### config.mk
export PLATFORM = sky130hd
export DESIGN_NAME = base64_stream_encoder
export DESIGN_NICKNAME = d
export VERILOG_FILES = /design/src/design/b64e_pkg.sv /design/src/design/b64e_front.sv /design/src/design/b64e_fifo.sv /design/src/design/b64e_back.sv /design/src/design/base64_stream_encoder.sv
export VERILOG_INCLUDE_DIRS = /design/src /design/src/design
export SDC_FILE = /design/constraint.sdc
export NUM_CORES = 1
export LEC_CHECK = 0
export ABC_AREA = 1
export BUFFER_PORTS_ARGS = -buffer_cell sky130_fd_sc_hd__buf_4
export CAP_MARGIN = 15
export CORE_MARGIN = 2
export CORE_UTILIZATION = 45
export CTS_CLUSTER_SIZE = 40
export DETAILED_ROUTE_END_ITERATION = 7
export PLACE_DENSITY = 0.67
export SKIP_LAST_GASP = 1
export SLEW_MARGIN = 20
export SYNTH_ARGS = -nofsm -noshare
export SYNTH_HDL_FRONTEND = slang
export SYNTH_SLANG_ARGS = --single-unit
### constraint.sdc
create_clock -name clk_i -period 2.8 [get_ports clk_i]
set_input_delay 0.14 -clock clk_i [delete_from_list [all_inputs] [get_ports clk_i]]
set_output_delay 0.14 -clock clk_i [all_outputs]
set_load 0.1 [all_outputs]
### src/design/base64_stream_encoder_assert.svh
// Assertion macros shared by the Base64 stream encoder modules.
`ifndef BASE64_STREAM_ENCODER_ASSERT_SVH
`define BASE64_STREAM_ENCODER_ASSERT_SVH

`ifndef NO_ASSERTIONS
`define B64E_ASSERT_IMPLY(lbl, ante, cons, msg) \
  lbl: assert property (@(posedge clk_i) disable iff (!rst_ni) (ante) |-> (cons)) \
    else $error(msg);
`define B64E_ASSERT_NEXT(lbl, ante, cons, msg) \
  lbl: assert property (@(posedge clk_i) disable iff (!rst_ni) (ante) |=> (cons)) \
    else $error(msg);
`else
`define B64E_ASSERT_IMPLY(lbl, ante, cons, msg)
`define B64E_ASSERT_NEXT(lbl, ante, cons, msg)
`endif

`endif

### src/design/b64e_pkg.sv
// Types, constants and the alphabet function of the Base64 stream encoder.
package b64e_pkg;

  localparam int unsigned QDepth = 2;
  localparam int unsigned QPtrW  = (QDepth > 1) ? $clog2(QDepth) : 1;
  localparam int unsigned QCntW  = $clog2(QDepth + 1);

  localparam logic [6:0] CharUpperA = 7'h41;
  localparam logic [6:0] CharLowerA = 7'h61;
  localparam logic [6:0] CharZero   = 7'h30;
  localparam logic [6:0] CharPlus   = 7'h2B;
  localparam logic [6:0] CharSlash  = 7'h2F;
  localparam logic [6:0] CharPad    = 7'h3D;

  localparam logic [5:0] IdxLower = 6'd26;
  localparam logic [5:0] IdxDigit = 6'd52;
  localparam logic [5:0] IdxPlus  = 6'd62;

  typedef enum logic [1:0] {
    GK_FULL,
    GK_ONE_BYTE,
    GK_TWO_BYTES
  } group_kind_e;

  typedef struct packed {
    logic [23:0] word;
    group_kind_e kind;
    logic        last;
  } group_t;

  function automatic logic [6:0] b64_char(input logic [5:0] idx);
    logic [6:0] c;
    if (idx < IdxLower) begin
      c = CharUpperA + {1'b0, idx};
    end else if (idx < IdxDigit) begin
      c = CharLowerA + {1'b0, idx - IdxLower};
    end else if (idx < IdxPlus) begin
      c = CharZero + {1'b0, idx - IdxDigit};
    end else if (idx == IdxPlus) begin
      c = CharPlus;
    end else begin
      c = CharSlash;
    end
    return c;
  endfunction

endpackage

### src/design/b64e_front.sv
// Front end: gathers message bytes into groups of three and classifies each group.
module b64e_front (
  input  logic             clk_i,
  input  logic             rst_ni,
  input  logic             accept_i,
  input  logic [7:0]       in_byte_i,
  input  logic             end_of_message_i,
  output logic             grp_wr_o,
  output b64e_pkg::group_t grp_o
);

  logic [1:0]  pos_q, pos_d;
  logic [15:0] pend_q, pend_d;

  always_comb begin
    pos_d        = pos_q;
    pend_d       = pend_q;
    grp_wr_o     = 1'b0;
    grp_o.word   = {in_byte_i, 16'h0000};
    grp_o.kind   = b64e_pkg::GK_ONE_BYTE;
    grp_o.last   = end_of_message_i;
    case (pos_q)
      2'd1: begin
        grp_o.word = {pend_q[15:8], in_byte_i, 8'h00};
        grp_o.kind = b64e_pkg::GK_TWO_BYTES;
      end
      2'd2: begin
        grp_o.word = {pend_q, in_byte_i};
        grp_o.kind = b64e_pkg::GK_FULL;
      end
      default: begin
        grp_o.word = {in_byte_i, 16'h0000};
        grp_o.kind = b64e_pkg::GK_ONE_BYTE;
      end
    endcase
    if (accept_i) begin
      if (pos_q == 2'd2 || end_of_message_i) begin
        grp_wr_o = 1'b1;
        pos_d    = 2'd0;
      end else if (pos_q == 2'd1) begin
        pend_d = {pend_q[15:8], in_byte_i};
        pos_d  = 2'd2;
      end else begin
        pend_d = {in_byte_i, 8'h00};
        pos_d  = 2'd1;
      end
    end
  end

  always_ff @(posedge clk_i or negedge rst_ni) begin
    if (!rst_ni) begin
      pos_q  <= 2'd0;
      pend_q <= 16'h0000;
    end else begin
      pos_q  <= pos_d;
      pend_q <= pend_d;
    end
  end

endmodule

### src/design/b64e_fifo.sv
// Short queue of classified groups between the front and back ends.
`include "base64_stream_encoder_assert.svh"
module b64e_fifo (
  input  logic             clk_i,
  input  logic             rst_ni,
  input  logic             wr_i,
  input  b64e_pkg::group_t wr_data_i,
  output logic             full_o,
  input  logic             rd_i,
  output b64e_pkg::group_t rd_data_o,
  output logic             empty_o
);

  localparam int unsigned PtrW = b64e_pkg::QPtrW;
  localparam int unsigned CntW = b64e_pkg::QCntW;
  localparam logic [CntW-1:0] DepthC = CntW'(b64e_pkg::QDepth);
  localparam logic [PtrW-1:0] LastPtr = PtrW'(b64e_pkg::QDepth - 1);

  b64e_pkg::group_t mem_q [b64e_pkg::QDepth];
  logic [PtrW-1:0]  wr_ptr_q, rd_ptr_q;
  logic [CntW-1:0]  cnt_q;
  logic             do_wr, do_rd;

  assign full_o    = (cnt_q == DepthC);
  assign empty_o   = (cnt_q == '0);
  assign do_wr     = wr_i && !full_o;
  assign do_rd     = rd_i && !empty_o;
  assign rd_data_o = mem_q[rd_ptr_q];

  always_ff @(posedge clk_i or negedge rst_ni) begin
    if (!rst_ni) begin
      wr_ptr_q <= '0;
      rd_ptr_q <= '0;
      cnt_q    <= '0;
    end else begin
      if (do_wr) begin
        wr_ptr_q <= (wr_ptr_q == LastPtr) ? '0 : wr_ptr_q + 1'b1;
      end
      if (do_rd) begin
        rd_ptr_q <= (rd_ptr_q == LastPtr) ? '0 : rd_ptr_q + 1'b1;
      end
      if (do_wr && !do_rd) begin
        cnt_q <= cnt_q + 1'b1;
      end else if (do_rd && !do_wr) begin
        cnt_q <= cnt_q - 1'b1;
      end
    end
  end

  always_ff @(posedge clk_i) begin
    if (do_wr) begin
      mem_q[wr_ptr_q] <= wr_data_i;
    end
  end

  `B64E_ASSERT_IMPLY(a_no_overflow, wr_i, !full_o, "Group written into a full queue.")
  `B64E_ASSERT_IMPLY(a_cnt_range, 1'b1, cnt_q <= DepthC, "Queue count out of range.")

endmodule

### src/design/b64e_back.sv
// Back end: turns each queued group into four characters, one per cycle unless pop stalls the output.
`include "base64_stream_encoder_assert.svh"
module b64e_back (
  input  logic             clk_i,
  input  logic             rst_ni,
  input  logic             grp_empty_i,
  input  b64e_pkg::group_t grp_i,
  output logic             grp_rd_o,
  output logic             empty,
  input  logic             pop,
  output logic [6:0]       out_char_o,
  output logic             last_char_o
);

  b64e_pkg::group_t g_q;
  logic             g_vld_q, g_vld_d;
  logic [1:0]       k_q, k_d;
  logic             out_vld_q, out_vld_d;
  logic [6:0]       out_char_q;
  logic             out_last_q;
  logic             adv, last_k, take, pad;
  logic [5:0]       idx;
  logic [6:0]       ch;

  assign adv    = g_vld_q && (!out_vld_q || pop);
  assign last_k = (k_q == 2'd3);
  assign take   = !grp_empty_i && (!g_vld_q || (adv && last_k));

  always_comb begin
    case (k_q)
      2'd0:    idx = g_q.word[23:18];
      2'd1:    idx = g_q.word[17:12];
      2'd2:    idx = g_q.word[11:6];
      default: idx = g_q.word[5:0];
    endcase
    pad = ((g_q.kind == b64e_pkg::GK_ONE_BYTE) && k_q[1]) ||
          ((g_q.kind == b64e_pkg::GK_TWO_BYTES) && last_k);
    ch  = pad ? b64e_pkg::CharPad : b64e_pkg::b64_char(idx);
  end

  always_comb begin
    g_vld_d = g_vld_q;
    if (take) begin
      g_vld_d = 1'b1;
    end else if (adv && last_k) begin
      g_vld_d = 1'b0;
    end
    k_d       = adv ? k_q + 2'd1 : k_q;
    out_vld_d = adv ? 1'b1 : (pop ? 1'b0 : out_vld_q);
  end

  always_ff @(posedge clk_i or negedge rst_ni) begin
    if (!rst_ni) begin
      g_vld_q   <= 1'b0;
      k_q       <= 2'd0;
      out_vld_q <= 1'b0;
    end else begin
      g_vld_q   <= g_vld_d;
      k_q       <= k_d;
      out_vld_q <= out_vld_d;
    end
  end

  always_ff @(posedge clk_i) begin
    if (take) begin
      g_q <= grp_i;
    end
    if (adv) begin
      out_char_q <= ch;
      out_last_q <= last_k && g_q.last;
    end
  end

  assign grp_rd_o    = take;
  assign empty       = !out_vld_q;
  assign out_char_o  = out_char_q;
  assign last_char_o = out_last_q;

  `B64E_ASSERT_IMPLY(a_idle_at_start, k_q != 2'd0, g_vld_q,
                     "Character position advanced without a group.")
  `B64E_ASSERT_NEXT(a_group_retires, adv && last_k && !take, !g_vld_q,
                    "Group kept after its fourth character.")

endmodule

### src/design/base64_stream_encoder.sv
// Top level of the Base64 stream encoder.
// Accepts one message byte per cycle while full is low and emits one Base64
// character per cycle while the consumer pops (RFC 4648 alphabet, '=' padding),
// with last_char_o on the final character of each message. A byte that ends a
// group of three or ends the message places one group in a two-entry queue; the
// back end turns each group into four characters, so sustained throughput is set
// by the single character output. full is high while the group queue holds two
// groups. A group passes through the queue, the back end's group register and its
// character register. Every message holds at least one byte.
module base64_stream_encoder (
  input  logic       clk_i,
  input  logic       rst_ni,
  input  logic       push,
  output logic       full,
  input  logic [7:0] in_byte_i,
  input  logic       end_of_message_i,
  output logic       empty,
  input  logic       pop,
  output logic [6:0] out_char_o,
  output logic       last_char_o
);

  b64e_pkg::group_t wr_grp, rd_grp;
  logic             grp_wr, grp_rd, q_full, q_empty, accept;

  assign full   = q_full;
  assign accept = push && !q_full;

  b64e_front u_front (
    .clk_i            (clk_i),
    .rst_ni           (rst_ni),
    .accept_i         (accept),
    .in_byte_i        (in_byte_i),
    .end_of_message_i (end_of_message_i),
    .grp_wr_o         (grp_wr),
    .grp_o            (wr_grp)
  );

  b64e_fifo u_fifo (
    .clk_i     (clk_i),
    .rst_ni    (rst_ni),
    .wr_i      (grp_wr),
    .wr_data_i (wr_grp),
    .full_o    (q_full),
    .rd_i      (grp_rd),
    .rd_data_o (rd_grp),
    .empty_o   (q_empty)
  );

  b64e_back u_back (
    .clk_i       (clk_i),
    .rst_ni      (rst_ni),
    .grp_empty_i (q_empty),
    .grp_i       (rd_grp),
    .grp_rd_o    (grp_rd),
    .empty       (empty),
    .pop         (pop),
    .out_char_o  (out_char_o),
    .last_char_o (last_char_o)
  );

endmodule
Word level (Yosys, flattened, before mapping)
Memory sizes are Yosys's and may differ from the RTL's. A register that Yosys moved wholly into a read port is not among the register bits. Index checks and enable logic that the tools add are counted.

Bitwise operators: 2. Add/sub/neg operators: 10. Eq/ne operators: 9. Reductions and logical operators: 28. Order comparisons: 3. Mux-type cells: 21.

Operators by type and width (number): $pmux W26 S2 (1); $mux W7 (3); $pmux W6 S3 (1); $add A7 B6 Y7 const A (2); $lt A6 B6 Y1 const B (2); $logic_and A1 B1 Y1 (11); $eq A2 B2 Y1 const B (5); $mux W1 (10); $mux W2 (4); $mux W8 (1); $add A6 B6 Y7 const A (1); $eq A2 B1 Y1 const B (3); $eq A6 B6 Y1 const B (1); $logic_not A1 Y1 (6); $lt A6 B5 Y1 const B (1); $reduce_bool A2 Y1 (3); $sub A6 B5 Y6 const B (1); $sub A6 B6 Y6 const B (1); $add A2 B1 Y2 const B (2); $logic_not A2 Y1 (2); $logic_or A1 B1 Y1 (4); $mux W3 (1); $reduce_and A3 Y1 (1); $add A1 B1 Y1 const B (2); other kinds (3) (4).

Register bits after elaboration: 34. RAM bits: 54. Memories kept: 1.

Memory list: u_fifo.mem_q (words 2, width 27, read ports 1, clocked after Yosys merged registers in 1, wr ports 1, RTL line b64e_fifo.sv:19) `b64e_pkg::group_t mem_q [b64e_pkg::QDepth];`.

Logic depth before layout (Yosys ltp)
Gate-level depths: netlist (run 1).

Depth after elaboration: 10. Gate-level depth with buffers: 17. Mapped depth without buffers: 17.

Hierarchy
Synthesis (run 1) repeated with hierarchy kept, for this count alone.

Cells, all modules: 531. Area total of the unflattened synthesis: 5547.8 um^2.

Modules (own cells, without submodules): b64e_fifo (times used 1, cells an instance 172, area each 2192.1 um^2, seq. area each 1721.7 um^2); b64e_back (times used 1, cells an instance 208, area each 2189.6 um^2, seq. area each 1151.1 um^2); b64e_front (times used 1, cells an instance 149, area each 1156.1 um^2, seq. area each 450.4 um^2); base64_stream_encoder (times used 1, cells an instance 2, area each 10.0 um^2, seq. area each 0.0 um^2).

Worst setup path before layout (run 1)
Ideal clock, no wire load.

Path kind: reg-to-reg. Start point: register u_back.out_vld_q. End point: register u_fifo.cnt_q[1]. Arrival: 3.570 ns. Period minus slack after synthesis: 3.701 ns. Slack: -0.901 ns. Data required time: 2.669 ns. Path buffers: 0. Cell stages (with the launch flop): 10. Path through: dfrtp_1 > inv_1 > or2_2 > a21oi_1 > a21oi_1 > inv_1 > ha_1 > a21oi_1 > o21ai_0 > xor2_1.

Cells in the longest elaborated chain, start to end: 10. Elaborated cells on any way between the ends: 12. Those cells by class: 1 x mux; 11 x reduce/logical.

RTL lines: start: declaration (RTL line b64e_back.sv:18) `logic out_vld_q, out_vld_d;`; start signal: assignment (RTL line b64e_back.sv:60) `out_vld_q <= out_vld_d;`; $logic_not A1 Y1 *; via empty (RTL line base64_stream_encoder.sv:17) `output logic empty,`; $logic_or A1 B1 Y1 * (RTL line b64e_back.sv:25) `assign adv = g_vld_q && (!out_vld_q || pop);`; $logic_and A1 B1 Y1 * (RTL line b64e_back.sv:25); $logic_and A1 B1 Y1 * (RTL line b64e_back.sv:27) `assign take = !grp_empty_i && (!g_vld_q || (adv && last_k));`; $logic_or A1 B1 Y1 * (RTL line b64e_back.sv:27); $logic_and A1 B1 Y1 * (RTL line b64e_back.sv:27); via grp_rd (RTL line base64_stream_encoder.sv:24) `logic grp_wr, grp_rd, q_full, q_empty, accept;`; $logic_and A1 B1 Y1 * (RTL line b64e_fifo.sv:27) `assign do_rd = rd_i && !empty_o;`; $logic_not A1 Y1 (RTL line b64e_fifo.sv:42) `if (do_wr && !do_rd) begin`; $logic_and A1 B1 Y1 (RTL line b64e_fifo.sv:42); $mux W2 or $reduce_bool A2 Y1 (tied branches); end signal: assignment (RTL line b64e_fifo.sv:43) `cnt_q <= cnt_q + 1'b1;`; end signal: assignment (RTL line b64e_fifo.sv:45) `cnt_q <= cnt_q - 1'b1;`; end: declaration (RTL line b64e_fifo.sv:21) `logic [CntW-1:0] cnt_q;`.

The timed path passes the listed nets; every way through them passes the cells marked *. A chain may end at the register's enable or synchronous reset.

Worst setup path in the final report (run 1)
Start point: register u_back.k_q[0]. End point: register u_back.out_char_q[5], in the netlist u_back.out_char_o[5], data pin.

Cells in the longest elaborated chain, start to end: 7. Elaborated cells on any way between the ends: 18. Those cells by class: 5 x add/sub; 3 x order compare; 3 x eq/ne; 4 x mux; 3 x reduce/logical.

RTL lines: start: declaration (RTL line b64e_back.sv:17) `logic [1:0] k_q, k_d;`; start signal: assignment (RTL line b64e_back.sv:59) `k_q <= k_d;`; $eq A2 B2 Y1 (tied with other cells) (RTL line b64e_back.sv:30) `case (k_q)`; $pmux W6 S3 (RTL line b64e_back.sv:30); $sub A6 B6 Y6 (RTL line b64e_pkg.sv:38) `c = CharZero + {1'b0, idx - IdxDigit};`; $add A6 B6 Y7 (RTL line b64e_pkg.sv:38); $mux W7 (RTL line b64e_pkg.sv:37) `end else if (idx < IdxPlus) begin`; $mux W7 (RTL line b64e_pkg.sv:35) `end else if (idx < IdxDigit) begin`; $mux W7 (RTL line b64e_pkg.sv:33) `if (idx < IdxLower) begin`; end signal: assignment (RTL line b64e_back.sv:69) `out_char_q <= ch;`; end: declaration (RTL line b64e_back.sv:19) `logic [6:0] out_char_q;`.

Several ways; a longest one is shown, not always the timed one.

==> results of run 1 <==
[synthesized netlist by cell type (9+ instances only)]
| cell | instances |
|---|---|
| inv_1 | 48 |
| dfrtp_1 | 26 |
| nor2_1 | 18 |
| edfxtp_1 | 89 |
| ha_1 | 14 |
| a21oi_1 | 16 |
| xor2_1 | 9 |
| nand3_1 | 22 |
| nand2_1 | 176 |
| o21ai_0 | 35 |
| clkbuf_1 | 12 |
[worst paths after layout]
path                              startpoint                    to  slack [ps]  depth (start not counted)
max in group asynchronous             rst_ni      u_back.out_vld_q        2330                          2
min in group asynchronous             rst_ni    u_front.pend_q[13]         190                          2
max                            u_back.k_q[0]  u_back.out_char_o[5]         240                         13
max reg2reg                    u_back.k_q[0]  u_back.out_char_o[5]         240                         13
min                             in_byte_i[0]     u_front.pend_q[8]          40                          3
min reg2reg                u_front.pend_q[8]     u_front.pend_q[8]         490                          2
[timing repair]
item	4_1_cts	5_1_grt
hold buffers	3	0
hold endpoints to repair	29	0
buffers inserted	0	0
[cell families after synthesis]
logic type / Yosys count / synth area share, %
AND/OR/NAND/NOR: 237 / 19.4
buffers and inverters: 68 / 5.04
AO/OA/AOI/OAI: 60 / 6.70
adder cells (fa/ha/maj): 14 / 3.36
flip-flops: 115 / 63.8
XOR/XNOR: 10 / 1.68
[critical path: cells and delay by family, from the launching register on]
kind                     cells  cell delay [ps]
adder cells (fa/ha/maj)      3              740
flip-flops                   1              400
buffers and inverters        3              370
AND/OR/NAND/NOR              5              330
AO/OA/AOI/OAI                1              290
XOR/XNOR                     1              160
[area by class of cell]
type / count / area share (%)
sequential: 115 / 53.5
inverter: 54 / 3.26
clock inverter: 12 / 3.00
multi-input combinational: 321 / 26.4
timing repair buffer: 30 / 3.75
tap: 143 / 2.88
clock buffer: 20 / 7.19
[state kept, by name, indices dropped and copies added, names as in the netlist]
name,flops
u_back.g_q,27
u_back.g_vld_q,1
u_back.k_q,2
u_back.last_char_o,1
u_back.out_char_o,7
u_back.out_vld_q,1
u_fifo.cnt_q,2
u_fifo.mem_q,54
u_fifo.rd_ptr_q,1
u_fifo.wr_ptr_q,1
u_front.pend_q,16
u_front.pos_q,2
[layer usage]
layer / track usage (%) / wire, um
met5: 0 / 0
met2: 27.6 / 4830
met3: 4.63 / 376
met1: 20.4 / 4340
met4: 9.88 / 276
[stage by stage]
step | hold slack, ps | setup slack (ps) | instance area (um^2) | cells
after floorplan | -156 | 54.4 | 5220 | 504
after CTS | 27.7 | 252 | 6210 | 695
final | 38.3 | 237 | 6210 | 695
after detailed placement | 78.9 | 260 | 5550 | 660
after global routing | 48.3 | 115 | 6210 | 695
after global placement | 68.7 | 366 | 5550 | 660
==> run metrics, run 1 <==
RSZ-0062 raised after global routing=false; number of synthesized flops with an enable pin=89; DRT Wirelength=9820 um; Die Footprint=0.0125 mm^2; net count after synthesis=531; drt pass-1 iters=5; Die Y=112 um; Most common cell on crit path=nand2_1; final net count=566; Yosys reg bits=115; Hold Crit Class=in2reg; top post-synthesis cells by area=edfxtp_1 51%, nand2_1 13%, dfrtp_1 12%, inv_1 3.5%, ha_1 3.4%; DIE WIDTH=112 um; filler cell count=946; Site Rows=39; Antenna Nets Post-Route=0; most common cell after layout, fill and taps aside=nand2_1; outcome=completed; dominant cell type by area after synthesis=edfxtp_1; largest net degree at the start of global routing=30; period utilization=91.5%; area growth from synthesis to layout=19.2%; Bufs on Longest Clock Path=2; Worst-path clk slew=50 ps; min cycle time layout=2560 ps; CTS-repair resized insts=0; Detailed Route Iter0 Violations=246; Via Count=3459; Avg Cell Area, Syn=10.3 um^2; startpoint types=register; Cells after Synth=504; critical path cell sequence=ha_1, inv_2, nand2_4, o21bai_4, ha_1, inv_1, xor2_1, ha_1, nand2_1, nand2_1, inv_1, nand2_1, nand2_1; total track usage=17.0%; first-pass GRT wire length=16400 um; endpoints failing setup=0; sequential cell area=0.00332 mm^2; Netlist Area Pre-Place=0.00521 mm^2; final hold violation count=0; Final Max Tran Viols=0; post-layout util=54.6%; Max Cap Viol=0; antenna violations before repair=0; Initial Utilization=45.8%; vias in the first global route=3485; number of inserted diodes=0; # H-tree levels=4; Yosys cell types=31; Overflow after GRT=0; io pins=23; Crit path required time=2950 ps; FFs w/ async S/R, synth=22.6%; number of buffers created by CTS=17; Residual DRC=0; Fin Setup TNS=0 ps; top-area cell type share of the netlist area=51.3%; Sink Count=115; dpl hpwl=6770 um; Core ar.=0.0114 mm^2; critical path class=reg2reg; vias per inst=4.98; Clock Skews=6.24 ps; Main synth FF type=edfxtp_1; Max Fclk=390 MHz; sequential area share after synthesis=63.8%; crit-path max FO=12; most frequent cells in the layout=176 x nand2_1, 89 x edfxtp_1, 48 x inv_1, 35 x o21ai_0, 27 x buf_4; Worst Setup End Kind=register; Max-slew headroom=47.5%; Syn. warnings=0; arrival time at the worst endpoint=2710 ps; CTS tree=done; Worst-Skew Late Latency=410 ps; drt wl/cell=14.1 um; multi-input logic area=0.00164 mm^2; crit-path max cell delay=400 ps; Slew @ Worst Pin=783 ps; final estimated routing congestion in global placement=0.860; slowest CP cell=dfrtp_1; IO Port Bufs=22; layout cells sized above 1=15.8%; clk root buf=clkbuf_16
Power of run 1 is left out: the tool's default activity adds up to more than one toggle a clock period on the data nets, which glitch-free logic cannot reach.
==> run 2, diff against run 1 <==
Settings changed: SYNTH_HIERARCHICAL set to 1.
==> run 2 against run 1 <==
  * Worst setup slack lost 4.0 ps
  * Largest cell class unchanged
  * Global-route usage grew 0.28 points
  * First-iteration DRC count shrank 13%
  * Via count grew 2.5%
  * Synthesized cell count grew 5.4%
==> run metrics, run 2 <==
outcome=completed; Slew @ Worst Pin=608 ps (-175 ps); critical path class=reg2reg; Residual DRC=0 (unchanged); Crit path required time=2950 ps (about the same); Hold Crit Class=in2reg; Netlist Area Pre-Place=0.00555 mm^2 (+6.5%); Biggest register=u_fifo/mem_q; DP Cell Count=691 (+4.7%); clk root buf=clkbuf_16; RSZ-0062 raised after global routing=false; worst r2r src=u_back/k_q[0]; DRT Wirelength=10100 um (+3.0%); top post-synthesis cells by area=edfxtp_1 48%, nand2_1 14%, dfrtp_1 12%, ha_1 3.8%, inv_1 2.7%; arrival time at the worst endpoint=2720 ps (about the same); Max Cap Viol=0 (unchanged); number of inserted diodes=0 (unchanged); area growth from synthesis to layout=16.0%; Avg Cell Area, Syn=10.4 um^2 (+1.1%); FFs w/ async S/R, synth=22.6% (unchanged); drt wl/cell=14.0 um (-1.3%); layout cells sized above 1=20.2% (+4.5 points); final worst setup slack=233 ps (-4.00 ps); net count after synthesis=561 (+5.6%); io pins=23 (unchanged); total track usage=17.2% (+0.28 points); Core ar.=0.0120 mm^2 (+5.6%); Fin Setup TNS=0 ps (unchanged); Antenna Nets Post-Route=0 (unchanged); drt pass-1 iters=5 (unchanged); Max-slew headroom=59.5% (+12 points); CTS-repair resized insts=0 (unchanged); Die Y=115 um (+3.1%); Clock Skews=12.8 ps (+6.55 ps); Worst-Skew Late Latency=410 ps (about the same); most common cell after layout, fill and taps aside=nand2_1; Syn. warnings=6 (+6); Via Count=3546 (+2.5%); Worst setup startpoint=u_back/k_q[0]; Yosys reg bits=115 (unchanged); Site Rows=40 (+2.6%); vias per inst=4.89 (-1.7%); dominant cell type by area after synthesis=edfxtp_1; post-layout util=53.6% (-1.1 points); number of buffers created by CTS=17 (unchanged); vias in the first global route=3589 (+3.0%); largest net degree at the start of global routing=30 (unchanged); hold path start=in_byte_i[4]; final net count=595 (+5.1%); final hold violation count=0 (unchanged); Sink Count=115 (unchanged); min cycle time layout=2570 ps (+4.00 ps); Non-Filler Instances=725 (+4.3%); # H-tree levels=4 (unchanged); Yosys cell types=38 (+23%); Cells after Synth=531 (+5.4%); dpl hpwl=7130 um (+5.3%); Initial Utilization=46.2% (+0.37 points); Final Max Tran Viols=0 (unchanged); number of synthesized flops with an enable pin=89 (unchanged); period utilization=91.7% (+0.14 points); Die Footprint=0.0132 mm^2 (+6.3%); Overflow after GRT=0 (unchanged); crit-path max FO=9 (-3); IO Port Bufs=22 (unchanged); pre-CTS setup slack=276 ps (+15.8 ps); sequential area share after synthesis=59.9% (-3.9 points); final estimated routing congestion in global placement=0.874 (+1.6%); top-area cell type share of the netlist area=48.2% (-3.1 points); Bufs on Longest Clock Path=2 (unchanged); Worst-path clk slew=50 ps (about the same); Detailed Route Iter0 Violations=214 (-13%); antenna violations before repair=0 (unchanged); endpoints failing setup=0 (unchanged); DIE WIDTH=115 um (+3.1%); first-pass GRT wire length=17200 um (+5.0%); Main synth FF type=edfxtp_1; Worst Setup End Kind=register; Post-synth top cells=208 x nand2_1, 89 x edfxtp_1, 40 x inv_1, 26 x dfrtp_1, 21 x nand3_1; startpoint types=register; Largest register FFs=54 (unchanged); registers with the most flip-flops=u_fifo/mem_q (54), u_back/g_q (27), u_front/pend_q (16); Max Fclk=390 MHz (-0.16%); CTS tree=done; most frequent cells in the layout=208 x nand2_1, 89 x edfxtp_1, 40 x inv_1, 29 x buf_4, 26 x dfrtp_1; most frequent cell after synthesis=nand2_1
[run 2: cell types whose count changed after synthesis, moves of 8 or more]
| cell | change |
|---|---|
| inv_1 | -8 |
| nand4_1 | +8 |
| o21ai_2 | +11 |
| o21ai_0 | -30 |
| clkbuf_1 | -12 |
| nand2_1 | +32 |
[run 2: final timing paths]
path                                             end  slack [ps]  cells after the start
worst max-delay path            u_back/out_char_o[5]         230                     14
worst min-delay path              u_front/pend_q[12]          30                      3
worst max register to register  u_back/out_char_o[5]         230                     14
worst min register to register    u_front/pend_q[14]         480                      2
max in group asynchronous           u_back/out_vld_q        2330                      2
min in group asynchronous            u_fifo/wr_ptr_q         180                      2
[run 2: cell families after synthesis]
family,after synthesis,synth area share [%]
simple gates,288,24.2
xor+xnor,7,1.11
compound gates,39,5.19
flops,115,59.9
fa+ha+maj,17,3.83
buf+inv,65,5.73
[run 2: worst max-delay path, stage by stage, from the launching register on]
cell and delay (ps):
dfrtp_1 400, inv_1 110, ha_1 280, nand2_1 120
nand2_1 100, o21bai_4 300, ha_1 220, inv_1 80
xor2_1 170, ha_1 290, nand3_1 70, nand2_1 60
inv_1 40, nand2_1 50, nand2_1 50
[run 2: final cells by class]
cell class,instances,area [um^2]
fillers,1013,5580
flip-flops and latches,115,3320
multi-input cells,351,1920
clock buffers,21,450
repair buffers,31,238
inverters,49,186
well taps,147,184
clock inverters,11,135
[run 2: metal layers]
metal / routed length [um] / vias up / track usage [%]
met4: 409 / 0 / 10.4
met5: 0 / - / 0
met2: 4970 / 82 / 26.9
li1: - / 1806 / -
met3: 445 / 31 / 5.32
met1: 4290 / 1627 / 21.1
[run 2: per-stage QoR]
| step | cell area (um^2) | hold WS (ps) |
|---|---|---|
| final | 6430 | 27.4 |
| after global routing | 6430 | 22.5 |
| after CTS | 6430 | 12.0 |
| after detailed placement | 5830 | 83.3 |
| after global placement | 5830 | 82.4 |
| after floorplan | 5560 | -156 |
[run 2: repair_timing]
action / CTS / global route
setup buffers: 0 / 0
hold buffers: 2 / 0
hold endpoints to repair: 28 / 0
Power of run 2 is left out for the same reason.
==> run 3, diff against run 2 <==
Settings changed: CELL_PAD_IN_SITES_DETAIL_PLACEMENT set to 1, CELL_PAD_IN_SITES_GLOBAL_PLACEMENT set to 2, CORE_UTILIZATION 45 to 41, PLACE_DENSITY 0.67 to 0.82.
Clock period 2.8 ns to 2.45 ns, I/O delays scaled along.
==> run 3 against run 2 <==
  * Die area up 9.4%
  * Sequential share of layout area decreased by 2.3 points
  * Via count increased by 6.8%
  * Sequential cell count is the same
  * Cell area increased by 4.8%
  * Clock skew decreased by 6.6 ps
  * Clock-buffer cell count fell by 1
  * Utilization shrank 2.7 points
  * First-iteration DRC count is 15% lower
  * Global-route usage increased by 1.8 points
  * Routed wire length grew 26%
  * Register-to-register slack worse by 130 ps
  * Critical endpoint unchanged
==> run metrics, run 3 (synthesis results as in run 2) <==
outcome=completed; Final Max Tran Viols=0 (unchanged); pre-CTS setup slack=35.5 ps (-241 ps); Hold WS=15.6 ps (-11.8 ps); Bufs on Longest Clock Path=2 (unchanged); drt pass-1 iters=4 (-1); critical path class=reg2reg; startpoint types=register; io pins=23 (unchanged); Die Y=120 um (+4.6%); number of inserted diodes=0 (unchanged); Slew @ Worst Pin=567 ps (-41.3 ps); area growth from synthesis to layout=21.5%; Worst Setup End Kind=register; Residual DRC=0 (unchanged); arrival time at the worst endpoint=2520 ps (-200 ps); total track usage=19.1% (+1.8 points); CTS tree=done; critical path cell sequence=ha_2, clkinv_4, nor2_1, o21bai_4, ha_2, inv_1, xor2_1, ha_1, nand3_1, nand2_1, inv_1, nand2_1, nand2_1; Non-Filler Instances=778 (+7.3%); crit-path max FO=12 (+3); Hold Path Cell Cnt=3 (unchanged); final net count=619 (+4.0%); DIE WIDTH=120 um (+4.6%); # H-tree levels=4 (unchanged); period utilization=96.0% (+4.3 points); final hold violation count=0 (unchanged); multi-input logic area=0.00200 mm^2 (+4.4%); dpl hpwl=9070 um (+27%); clk root buf=clkbuf_16; Crit path required time=2620 ps (-330 ps); Most common cell on crit path=nand2_1; most frequent cells in the layout=205 x nand2_1, 89 x edfxtp_1, 47 x buf_4, 36 x inv_1, 24 x dfrtp_1; first-pass GRT wire length=20600 um (+19%); filler cell count=1477 (+46%); layout cells sized above 1=25.4% (+5.2 points); Worst-Skew Late Latency=420 ps (about the same); Max-slew headroom=61.9% (+2.4 points); antenna violations before repair=0 (unchanged); Clock Skews=6.21 ps (-6.58 ps); Sink Count=115 (unchanged); Initial Utilization=41.9% (-4.3 points); Worst-path clk slew=50 ps (about the same); final estimated routing congestion in global placement=0.858 (-1.8%); min cycle time layout=2350 ps (-216 ps); Detailed Route Iter0 Violations=182 (-15%); Via Count=3788 (+6.8%); Max Fclk=425 MHz (+9.2%); final worst setup slack=98.9 ps (-134 ps); Biggest register=u_fifo/mem_q; DRT Wirelength=12800 um (+26%); endpoints failing setup=0 (unchanged); slowest CP cell=dfrtp_2; Die Footprint=0.0145 mm^2 (+9.4%); Max Cap Viol=0 (unchanged); vias per inst=4.87 (-0.45%); sequential cell area=0.00333 mm^2 (about the same); R2R depth=13 (-1); Hold Crit Class=in2reg; Largest register FFs=54 (unchanged); drt wl/cell=16.4 um (+18%); crit-path max cell delay=420 ps (+20 ps); Core ar.=0.0132 mm^2 (+10%); largest net degree at the start of global routing=30 (unchanged); Antenna Nets Post-Route=0 (unchanged); Fin Setup TNS=0 ps (unchanged); Site Rows=42 (+5.0%); IO Port Bufs=22 (unchanged); registers with the most flip-flops=u_fifo/mem_q (54), u_back/g_q (27), u_front/pend_q (16); vias in the first global route=4025 (+12%); Overflow after GRT=0 (unchanged); number of buffers created by CTS=17 (unchanged); most common cell after layout, fill and taps aside=nand2_1; DP Cell Count=730 (+5.6%)
[run 3: per-layer routing]
layer / share of wire, % / wire length, um / GRT usage (%)
met1: 42 / 5380 / 22.3
met2: 53 / 6780 / 34.0
met3: 3.0 / 378 / 4.15
met4: 2.0 / 255 / 7.63
met5: 0 / 0 / 0
[run 3: critical path, delay by kind of cell, from the launching register on]
kind	cells	cell delay, ps
buffers and inverters	3	220
XOR/XNOR	1	160
flip-flops	1	420
adder cells (fa/ha/maj)	3	700
AO/OA/AOI/OAI	1	190
AND/OR/NAND/NOR	5	410
[run 3: cell type report]
type                    count  share of cell area, %
clock buffers              20                   6.63
repair buffers             55                   6.72
multi-input cells         351                   29.7
inverters                  49                   3.03
well taps                 176                   3.27
flip-flops and latches    115                   49.3
clock inverters            12                   1.34
[run 3: per-stage QoR]
stage / cell area, um^2 / utilization [%]
finish: 6740 / 50.9
global route: 6740 / 50.9
CTS: 6580 / 49.7
detailed placement: 5980 / 45.2
global placement: 5980 / 45.2
floorplan: 5580 / -
[run 3: timing repair]
action / in CTS / in global routing
pin swaps: 0 / 7
setup buffers: 0 / 10
endpoints found under the setup margin: 1 / 6
resized for setup: 1 / 23
endpoints found under the hold margin: 32 / 0
hold buffers: 6 / 0
gates cloned: 0 / 0
[run 3: final timing paths]
| path | from | to | slack, ps |
|---|---|---|---|
| worst max-delay path | u_back/k_q[1] | u_back/out_char_o[5] | 100 |
| worst min-delay path | in_byte_i[2] | u_front/pend_q[10] | 20 |
| worst max register to register | u_back/k_q[1] | u_back/out_char_o[5] | 100 |
| worst min register to register | u_front/pend_q[15] | u_front/pend_q[15] | 470 |
| max in group asynchronous | rst_ni | u_front/pend_q[13] | 1970 |
| min in group asynchronous | rst_ni | u_back/out_vld_q | 170 |
Power of run 3 is left out for the same reason.
